$ cat src/rtl/core/tte_pkg.sv
// Shared constants for the timer table expiry block.
// Holds the table size, derived index widths and the operation codes.
// Depends on nothing.
`timescale 1ns / 1ps

package tte_pkg;

	// Number of timer slots, 1 to 64.
	localparam int TABLE_ENTRIES = 16;

	localparam int IDX_W = (TABLE_ENTRIES > 1) ? $clog2(TABLE_ENTRIES) : 1;
	localparam int CNT_W = $clog2(TABLE_ENTRIES + 1);
	localparam logic [IDX_W-1:0] LAST_IDX = IDX_W'(TABLE_ENTRIES - 1);

	localparam int ID_W  = 32;
	localparam int REM_W = 16;
	localparam int ENTRY_W = ID_W + REM_W;

	localparam logic [1:0] OP_TICK = 2'd0;
	localparam logic [1:0] OP_ADD  = 2'd1;
	localparam logic [1:0] OP_KILL = 2'd2;

	localparam logic KIND_EXPIRED  = 1'b0;
	localparam logic KIND_REJECTED = 1'b1;

endpackage

$ cat src/rtl/core/tte_ram.sv
// Generic single-write, single-read RAM with a registered read port.
// Width and depth are parameters; depends on nothing else.
`timescale 1ns / 1ps

module tte_ram #(
	parameter int WIDTH = 8,
	parameter int DEPTH = 16
) (
	input  logic                                         clk,
	input  logic                                         we,
	input  logic [((DEPTH > 1) ? $clog2(DEPTH) : 1)-1:0] waddr,
	input  logic [WIDTH-1:0]                             wdata,
	input  logic [((DEPTH > 1) ? $clog2(DEPTH) : 1)-1:0] raddr,
	output logic [WIDTH-1:0]                             rdata
);

	logic [WIDTH-1:0] mem [DEPTH];

	always_ff @(posedge clk) begin
		if (we) begin
			mem[waddr] <= wdata;
		end
		rdata <= mem[raddr];
	end

endmodule

$ cat src/rtl/core/timer_table_expiry.sv
// Top level of the timer table expiry block.
// Uses tte_pkg for sizes and codes and one tte_ram for timer ids and counts.
`timescale 1ns / 1ps

// A table of TABLE_ENTRIES one-shot timers. Each input transfer is a tick,
// an add (id, timeout) or a kill (id). An add of an id already armed is
// dropped; an add into a full table returns one result with kind = 1. A
// timer added with timeout t expires on tick max(t,1) after the add. A tick
// reports every expired timer in ascending id order, last = 1 on the final
// one, and frees those slots. Ids and counts sit in one RAM with a single
// read port, so every operation walks the table one entry per cycle; a tick
// then runs one minimum-id search pass over the table per expired timer,
// and each result is held until the consumer takes it. An unused operation
// code is taken and dropped. in_ready is high only while no operation is in
// progress. There is no clearing pass: the valid bits in flip-flops mark the
// live slots from reset on.
module timer_table_expiry
	import tte_pkg::*;
(
	input  logic             clk,
	input  logic             arst_n,

	input  logic             in_valid,
	output logic             in_ready,
	input  logic [1:0]       op,
	input  logic [ID_W-1:0]  timer_id,
	input  logic [REM_W-1:0] timeout,

	output logic             out_valid,
	input  logic             out_ready,
	output logic [ID_W-1:0]  event_id,
	output logic             kind,
	output logic             last
);

	typedef enum logic [2:0] {
		ST_IDLE,
		ST_SCAN,
		ST_SEARCH,
		ST_ADD_FIN,
		ST_EMIT
	} state_t;

	state_t state_q;

	// Latched command
	logic [1:0]       op_q;
	logic [ID_W-1:0]  id_q;
	logic [REM_W-1:0] timeout_q;

	// Per-slot flags
	logic [TABLE_ENTRIES-1:0] valid_q;
	logic [TABLE_ENTRIES-1:0] due_q;
	logic [CNT_W-1:0]         due_cnt_q;

	// Table walk: addr_q issues reads, the _s1 stage sees the RAM data
	logic [IDX_W-1:0] addr_q;
	logic             issue_q;
	logic             rd_v_s1;
	logic [IDX_W-1:0] rd_idx_s1;

	// Add bookkeeping
	logic             dup_q;
	logic             free_found_q;
	logic [IDX_W-1:0] free_idx_q;

	// Minimum-id search
	logic             best_found_q;
	logic [IDX_W-1:0] best_idx_q;
	logic [ID_W-1:0]  best_id_q;

	// RAM ports
	logic               ram_we;
	logic [IDX_W-1:0]   ram_waddr;
	logic [ENTRY_W-1:0] ram_wdata;
	logic [ENTRY_W-1:0] ram_rdata;
	logic [ID_W-1:0]    rd_id;
	logic [REM_W-1:0]   rd_rem;
	logic               rd_live;
	logic               walk_done;

	// Output register
	logic             out_valid_q;
	logic [ID_W-1:0]  event_id_q;
	logic             kind_q;
	logic             last_q;

	assign rd_id     = ram_rdata[ENTRY_W-1:REM_W];
	assign rd_rem    = ram_rdata[REM_W-1:0];
	assign rd_live   = rd_v_s1 & valid_q[rd_idx_s1];
	assign walk_done = rd_v_s1 && (rd_idx_s1 == LAST_IDX);

	assign in_ready  = (state_q == ST_IDLE);
	assign out_valid = out_valid_q;
	assign event_id  = event_id_q;
	assign kind      = kind_q;
	assign last      = last_q;

	tte_ram #(
		.WIDTH(ENTRY_W),
		.DEPTH(TABLE_ENTRIES)
	) u_entry_ram (
		.clk  (clk),
		.we   (ram_we),
		.waddr(ram_waddr),
		.wdata(ram_wdata),
		.raddr(addr_q),
		.rdata(ram_rdata)
	);

	// Write back decremented counts during a tick walk; write a new timer at
	// the end of an add.
	always_comb begin
		ram_we    = 1'b0;
		ram_waddr = rd_idx_s1;
		ram_wdata = {rd_id, rd_rem - REM_W'(1)};
		if (state_q == ST_SCAN && op_q == OP_TICK && rd_live && rd_rem > REM_W'(1)) begin
			ram_we = 1'b1;
		end else if (state_q == ST_ADD_FIN && !dup_q && free_found_q) begin
			ram_we    = 1'b1;
			ram_waddr = free_idx_q;
			ram_wdata = {id_q, timeout_q};
		end
	end

	always_ff @(posedge clk or negedge arst_n) begin
		if (!arst_n) begin
			state_q      <= ST_IDLE;
			op_q         <= OP_TICK;
			id_q         <= '0;
			timeout_q    <= '0;
			valid_q      <= '0;
			due_q        <= '0;
			due_cnt_q    <= '0;
			addr_q       <= '0;
			issue_q      <= 1'b0;
			rd_v_s1      <= 1'b0;
			rd_idx_s1    <= '0;
			dup_q        <= 1'b0;
			free_found_q <= 1'b0;
			free_idx_q   <= '0;
			best_found_q <= 1'b0;
			best_idx_q   <= '0;
			best_id_q    <= '0;
			out_valid_q  <= 1'b0;
			event_id_q   <= '0;
			kind_q       <= KIND_EXPIRED;
			last_q       <= 1'b0;
		end else begin
			// Advance the table walk whenever a pass is running.
			rd_v_s1   <= issue_q;
			rd_idx_s1 <= addr_q;
			if (issue_q) begin
				if (addr_q == LAST_IDX) begin
					issue_q <= 1'b0;
				end else begin
					addr_q <= addr_q + IDX_W'(1);
				end
			end

			case (state_q)
				ST_IDLE: begin
					if (in_valid && op inside {OP_TICK, OP_ADD, OP_KILL}) begin
						op_q         <= op;
						id_q         <= timer_id;
						timeout_q    <= timeout;
						addr_q       <= '0;
						issue_q      <= 1'b1;
						dup_q        <= 1'b0;
						free_found_q <= 1'b0;
						state_q      <= ST_SCAN;
					end
				end

				ST_SCAN: begin
					if (rd_v_s1) begin
						case (op_q)
							OP_TICK: begin
								// Mark expiring slots; the write-back handles the rest.
								if (rd_live && rd_rem <= REM_W'(1)) begin
									due_q[rd_idx_s1] <= 1'b1;
									due_cnt_q        <= due_cnt_q + CNT_W'(1);
								end
							end
							OP_ADD: begin
								if (rd_live && rd_id == id_q) begin
									dup_q <= 1'b1;
								end
								if (!valid_q[rd_idx_s1] && !free_found_q) begin
									free_found_q <= 1'b1;
									free_idx_q   <= rd_idx_s1;
								end
							end
							OP_KILL: begin
								if (rd_live && rd_id == id_q) begin
									valid_q[rd_idx_s1] <= 1'b0;
								end
							end
							default: begin
							end
						endcase
					end
					if (walk_done) begin
						case (op_q)
							OP_ADD: begin
								state_q <= ST_ADD_FIN;
							end
							OP_TICK: begin
								// The count does not yet include the last entry's update
								// when it is due; check both.
								if (due_cnt_q != '0 ||
								    (rd_live && rd_rem <= REM_W'(1))) begin
									addr_q       <= '0;
									issue_q      <= 1'b1;
									best_found_q <= 1'b0;
									state_q      <= ST_SEARCH;
								end else begin
									state_q <= ST_IDLE;
								end
							end
							default: begin
								state_q <= ST_IDLE;
							end
						endcase
					end
				end

				ST_SEARCH: begin
					// Keep the smallest id among the due slots.
					if (rd_v_s1 && due_q[rd_idx_s1] &&
					    (!best_found_q || rd_id < best_id_q)) begin
						best_found_q <= 1'b1;
						best_idx_q   <= rd_idx_s1;
						best_id_q    <= rd_id;
					end
					if (walk_done) begin
						out_valid_q <= 1'b1;
						kind_q      <= KIND_EXPIRED;
						last_q      <= (due_cnt_q == CNT_W'(1));
						due_cnt_q   <= due_cnt_q - CNT_W'(1);
						if (due_q[rd_idx_s1] && (!best_found_q || rd_id < best_id_q)) begin
							event_id_q           <= rd_id;
							valid_q[rd_idx_s1]   <= 1'b0;
							due_q[rd_idx_s1]     <= 1'b0;
						end else begin
							event_id_q           <= best_id_q;
							valid_q[best_idx_q]  <= 1'b0;
							due_q[best_idx_q]    <= 1'b0;
						end
						state_q <= ST_EMIT;
					end
				end

				ST_ADD_FIN: begin
					if (dup_q) begin
						state_q <= ST_IDLE;
					end else if (free_found_q) begin
						valid_q[free_idx_q] <= 1'b1;
						state_q             <= ST_IDLE;
					end else begin
						out_valid_q <= 1'b1;
						event_id_q  <= id_q;
						kind_q      <= KIND_REJECTED;
						last_q      <= 1'b1;
						state_q     <= ST_EMIT;
					end
				end

				ST_EMIT: begin
					// Hold the result until the consumer takes the transfer.
					if (out_ready) begin
						out_valid_q <= 1'b0;
						if (due_cnt_q != '0) begin
							addr_q       <= '0;
							issue_q      <= 1'b1;
							best_found_q <= 1'b0;
							state_q      <= ST_SEARCH;
						end else begin
							state_q <= ST_IDLE;
						end
					end
				end

				default: begin
					state_q <= ST_IDLE;
				end
			endcase
		end
	end

endmodule

$ cat config.mk
export PLATFORM = sky130hd
export DESIGN_NAME = timer_table_expiry
export DESIGN_NICKNAME = d
export VERILOG_FILES = /design/src/rtl/core/tte_pkg.sv /design/src/rtl/core/tte_ram.sv /design/src/rtl/core/timer_table_expiry.sv
export SDC_FILE = /design/constraint.sdc
export NUM_CORES = 1
export LEC_CHECK = 0
export ABC_CLOCK_PERIOD_IN_PS = 13000
export BUFFER_PORTS_ARGS = -buffer_cell sky130_fd_sc_hd__buf_4
export CORE_MARGIN = 2
export CORE_UTILIZATION = 60
export DETAILED_ROUTE_END_ITERATION = 10
export PLACE_DENSITY = 0.77
export SYNTH_ARGS = -nofsm -noshare
export SYNTH_HDL_FRONTEND = slang
export SYNTH_HIERARCHICAL = 1
export SYNTH_SLANG_ARGS = --single-unit
export TNS_END_PERCENT = 5
$ cat constraint.sdc
create_clock -name clk -period 13 [get_ports clk]
set_input_delay 2.6 -clock clk [delete_from_list [all_inputs] [get_ports clk]]
set_output_delay 2.6 -clock clk [all_outputs]
set_load 0.02 [all_outputs]
==> flow_summary_export.csv <==
group,metric,value,unit
status,status,"finished, final reports clean",
timing,max_freq,193.4,MHz
synthesis,synthSimpleGateAreaFrac,0.04326,
clock_network,clockBufferDepth,3,
detailed_routing,final_antenna_net_count,0,
floorplanning,ioPinCount,90,
synthesis,netlist_area,40290,um^2
synthesis,synthCells,2317,
clock_network,clk_pin_slew,0.06,ns
clock_network,root_buffer,"clkbuf_16",
power_and_ir_drop,p_sw,3.409,mW
worst_setup_path,worstSetupEndpointType,"register",
synthesis,synth-compound-area-share,0.05335,
synthesis,synthArstFlopShare,0.1791,
place,place_inst,3204,
worst_setup_path,cp-start-kind,"register",
timing,worstMarginPinSlew,1.178,ns
timing,period_minus_slack,5.172,ns
detailed_routing,first_pass_iters,8,
synthesis,synthXorXnorAreaFrac,0.01065,
clock_network,cts_made_buffers,97,
layout,fin_cells,3390,
clock_network,ctsResizeCount,0,
power_and_ir_drop,power_frac_clock,0.285,
layout,multi_input_area,11210,um^2
synthesis,synth.avg_cell_area,17.39,um^2
layout,ff_latch_area,28480,um^2
clock_network,cts.sinks,994,
detailed_routing,drt_iter0_drc,2837,
clock_network,cts_hold_buf,0,
synthesis,synth-seq-cells,994,
global_route,grt_overflow,0,
floorplanning,dieArea,69240,um^2
detailed_routing,routedWlPerCell,29.05,um
worst_setup_path,required,13.30,ns
worst_setup_path,worstPathArrival,5.47,ns
synthesis,synth.cells.most_frequent,"768 x edfxtp_1, 200 x mux4_2, 178 x dfrtp_1",
layout,area_growth,12.94,%
floorplanning,start_util,0.6031,
global_route,grt_pass1_vias,23530,
power_and_ir_drop,ir_drop,0.1947,mV
global_route,antenna_found_initial,2,
power_and_ir_drop,intPower,7.173,mW
timing,hold_viol,0,
place,place_hpwl,53490,um
floorplanning,coreArea,66800,um^2
timing,setup_viol,0,
synthesis,synth_warnings,6,
power_and_ir_drop,power_frac_seq,0.440,
synthesis,synth_cell_types,66,
timing,worst_clock_skew,0.03217,ns
layout,nNetsFinal,2521,
timing,drv_slew,0,
synthesis,synth_edf_count,768,
place,port_buffers,89,
flow_run,drv_cap,0,
layout,drive_gt1_frac,0.2485,
timing,finalSetupTns,0,ns
clock_network,worstSkewPairLatency,0.67,ns
timing,finalCritPeriodShare,0.3978,
detailed_routing,avgViaCountPerCell,6.702,
clock_network,htreeDepth,3,
power_and_ir_drop,power_density,232.5,nW/um^2
worst_setup_path,crit_type,"register to register",
global_route,grt_max_degree,125,
synthesis,ys.flop_type,"edfxtp_1",
power_and_ir_drop,p_leak,15.42,nW
power_and_ir_drop,p_sw_frac,0.3221,
floorplanning,die_h,263.1,um
power_and_ir_drop,combPwrFrac,0.276,
synthesis,synth.area.mux_share,0.1558,
timing,relSlewSlack,0.2144,
synthesis,synthesis.nets,2408,
min_path,holdCritPathClass,"register to register",
detailed_routing,vias,22720,
synthesis,synth_top_family_by_area,"multiplexers",
timing,rsz0062_at_grt,"no",
layout,fill_cells,4197,
synthesis,synthTopCellsByArea,"edfxtp_1 57%, mux4_2 11%, dfrtp_1 11%",
synthesis,synth_adder_area_share,0.01149,
detailed_routing,routed_wl,98470,um
floorplanning,die_x,263.1,um
clock_network,cts_setup_buffers,0,
synthesis,post-synth-top-area-cell,"edfxtp_1",
worst_setup_path,crit_fanout,70,
synthesis,synth_top_area_share,0.5724,
place,gp_congestion,0.9042,
synthesis,yosysMostFrequentCell,"edfxtp_1",
synthesis,ys_seq_area_frac,0.7068,
clock_network,cts_tree,"yes",
global_route,grt_pass1_wl,149400,um
detailed_routing,drc,0,
floorplanning,rows,95,
global_route,grt.total_usage,0.2893,
## state kept, by name, summed over array words and instances (netlist names), 2 cells and up
signal / count
free_idx_q: 4
best_id_q: 32
op_q: 2
timeout_q: 16
event_id: 32
valid_q: 16
id_q: 32
addr_q: 4
u_entry_ram/mem: 768
rd_idx_s1: 4
due_q: 16
u_entry_ram/rdata: 48
best_idx_q: 4
due_cnt_q: 5
state_q: 3
## worst paths after layout
check / slack [ns] / start / cells past startpoint / end
max: 7.83 / state_q[1] / 8 / u_entry_ram/mem[14][33]
min: 0.48 / due_cnt_q[4] / 1 / due_cnt_q[4]
max reg2reg: 7.83 / state_q[1] / 8 / u_entry_ram/mem[14][33]
min reg2reg: 0.48 / due_cnt_q[4] / 1 / due_cnt_q[4]
max in group asynchronous: 9.77 / arst_n / 2 / due_q[7]
min in group asynchronous: 1.96 / arst_n / 1 / event_id[17]
## area by class of cell
cell class / instances / area share
diodes: 2 / 0.0001100
clock buffers: 132 / 0.06008
clock inverters: 52 / 0.01578
inverters: 48 / 0.003960
multi-input cells: 1148 / 0.2464
flip-flops and latches: 994 / 0.6260
well taps: 873 / 0.02400
repair buffers: 141 / 0.02367
## worst max-delay path, cell delays in order (launching register included)
cell	delay (ns)
dfrtp_1	0.57
nor2b_1	0.59
nand2_1	0.40
nor3b_2	0.26
buf_4	0.68
mux2_2	0.50
nand2b_1	0.34
nor2_4	0.87
buf_4	0.56
## per-layer routing
metal / part of all wire / up-vias / global-route usage
met2: 0.49 / 1313 / 0.4696
met5: 0 / - / 0
met1: 0.39 / 11780 / 0.4175
met4: 0.027 / 0 / 0.07938
met3: 0.088 / 187 / 0.04293
li1: - / 9446 / -
## cells in the final DEF (no fill, tap or decap), types with 10 or more instances in the layout
cell / synthesis / routed
dfxtp_1: 48 / 48
clkinv_2: 0 / 14
clkbuf_8: 0 / 10
nor3_1: 33 / 29
nor2_1: 66 / 50
edfxtp_1: 768 / 768
nor2b_1: 16 / 14
bufinv_16: 0 / 16
a22oi_1: 97 / 97
nand4_1: 17 / 17
nor2_4: 0 / 13
o22ai_1: 15 / 15
nand3_1: 44 / 44
o311ai_0: 18 / 18
clkbuf_16: 0 / 101
a31oi_1: 12 / 12
inv_1: 48 / 48
ha_1: 37 / 37
o21ai_0: 51 / 51
mux4_2: 200 / 200
xnor2_1: 44 / 44
mux2_2: 100 / 100
nand2_1: 161 / 160
dfrtp_1: 178 / 176
mux2_1: 29 / 29
buf_4: 19 / 139
a21oi_1: 78 / 78
clkinv_1: 0 / 12
clkbuf_1: 74 / 22
mux2i_1: 32 / 32
## cell families (layout without fill, tap and decap cells)
| logic type | Yosys count | count (layout) |
|---|---|---|
| AOI/OAI and AO/OA | 322 | 322 |
| xor gates and xnor gates | 49 | 49 |
| adders and majority gates | 37 | 37 |
| buffers and inverters | 175 | 373 |
| DFF | 994 | 994 |
| muxes | 361 | 361 |
| other | 0 | 2 |
| and+or+nand+nor | 379 | 379 |
## metrics by stage
stage               total power, mW  instance area, um^2  setup slack (ns)    util  hold WS (ns)
floorplan                     6.513                40290             6.454       -        0.4266
global placement              7.432                42050             8.169  0.6294        0.4510
detailed placement            7.537                42050             7.928  0.6294        0.4678
CTS                           10.59                45500             7.829  0.6811        0.4793
global route                  10.98                45500             7.484  0.6811        0.5094
finish                        10.58                45500             7.828  0.6812        0.4824
## power groups by stage
stage               Combinational (mW)  Clock, mW  Sequential, mW
finish                            2.92       3.01            4.65
global route                      3.14       3.15            4.69
CTS                               2.91       3.04            4.64
detailed placement                2.84          0            4.69
global placement                  2.75          0            4.68
floorplan                         2.01          0            4.50
(Power assumes the default switching activity.)
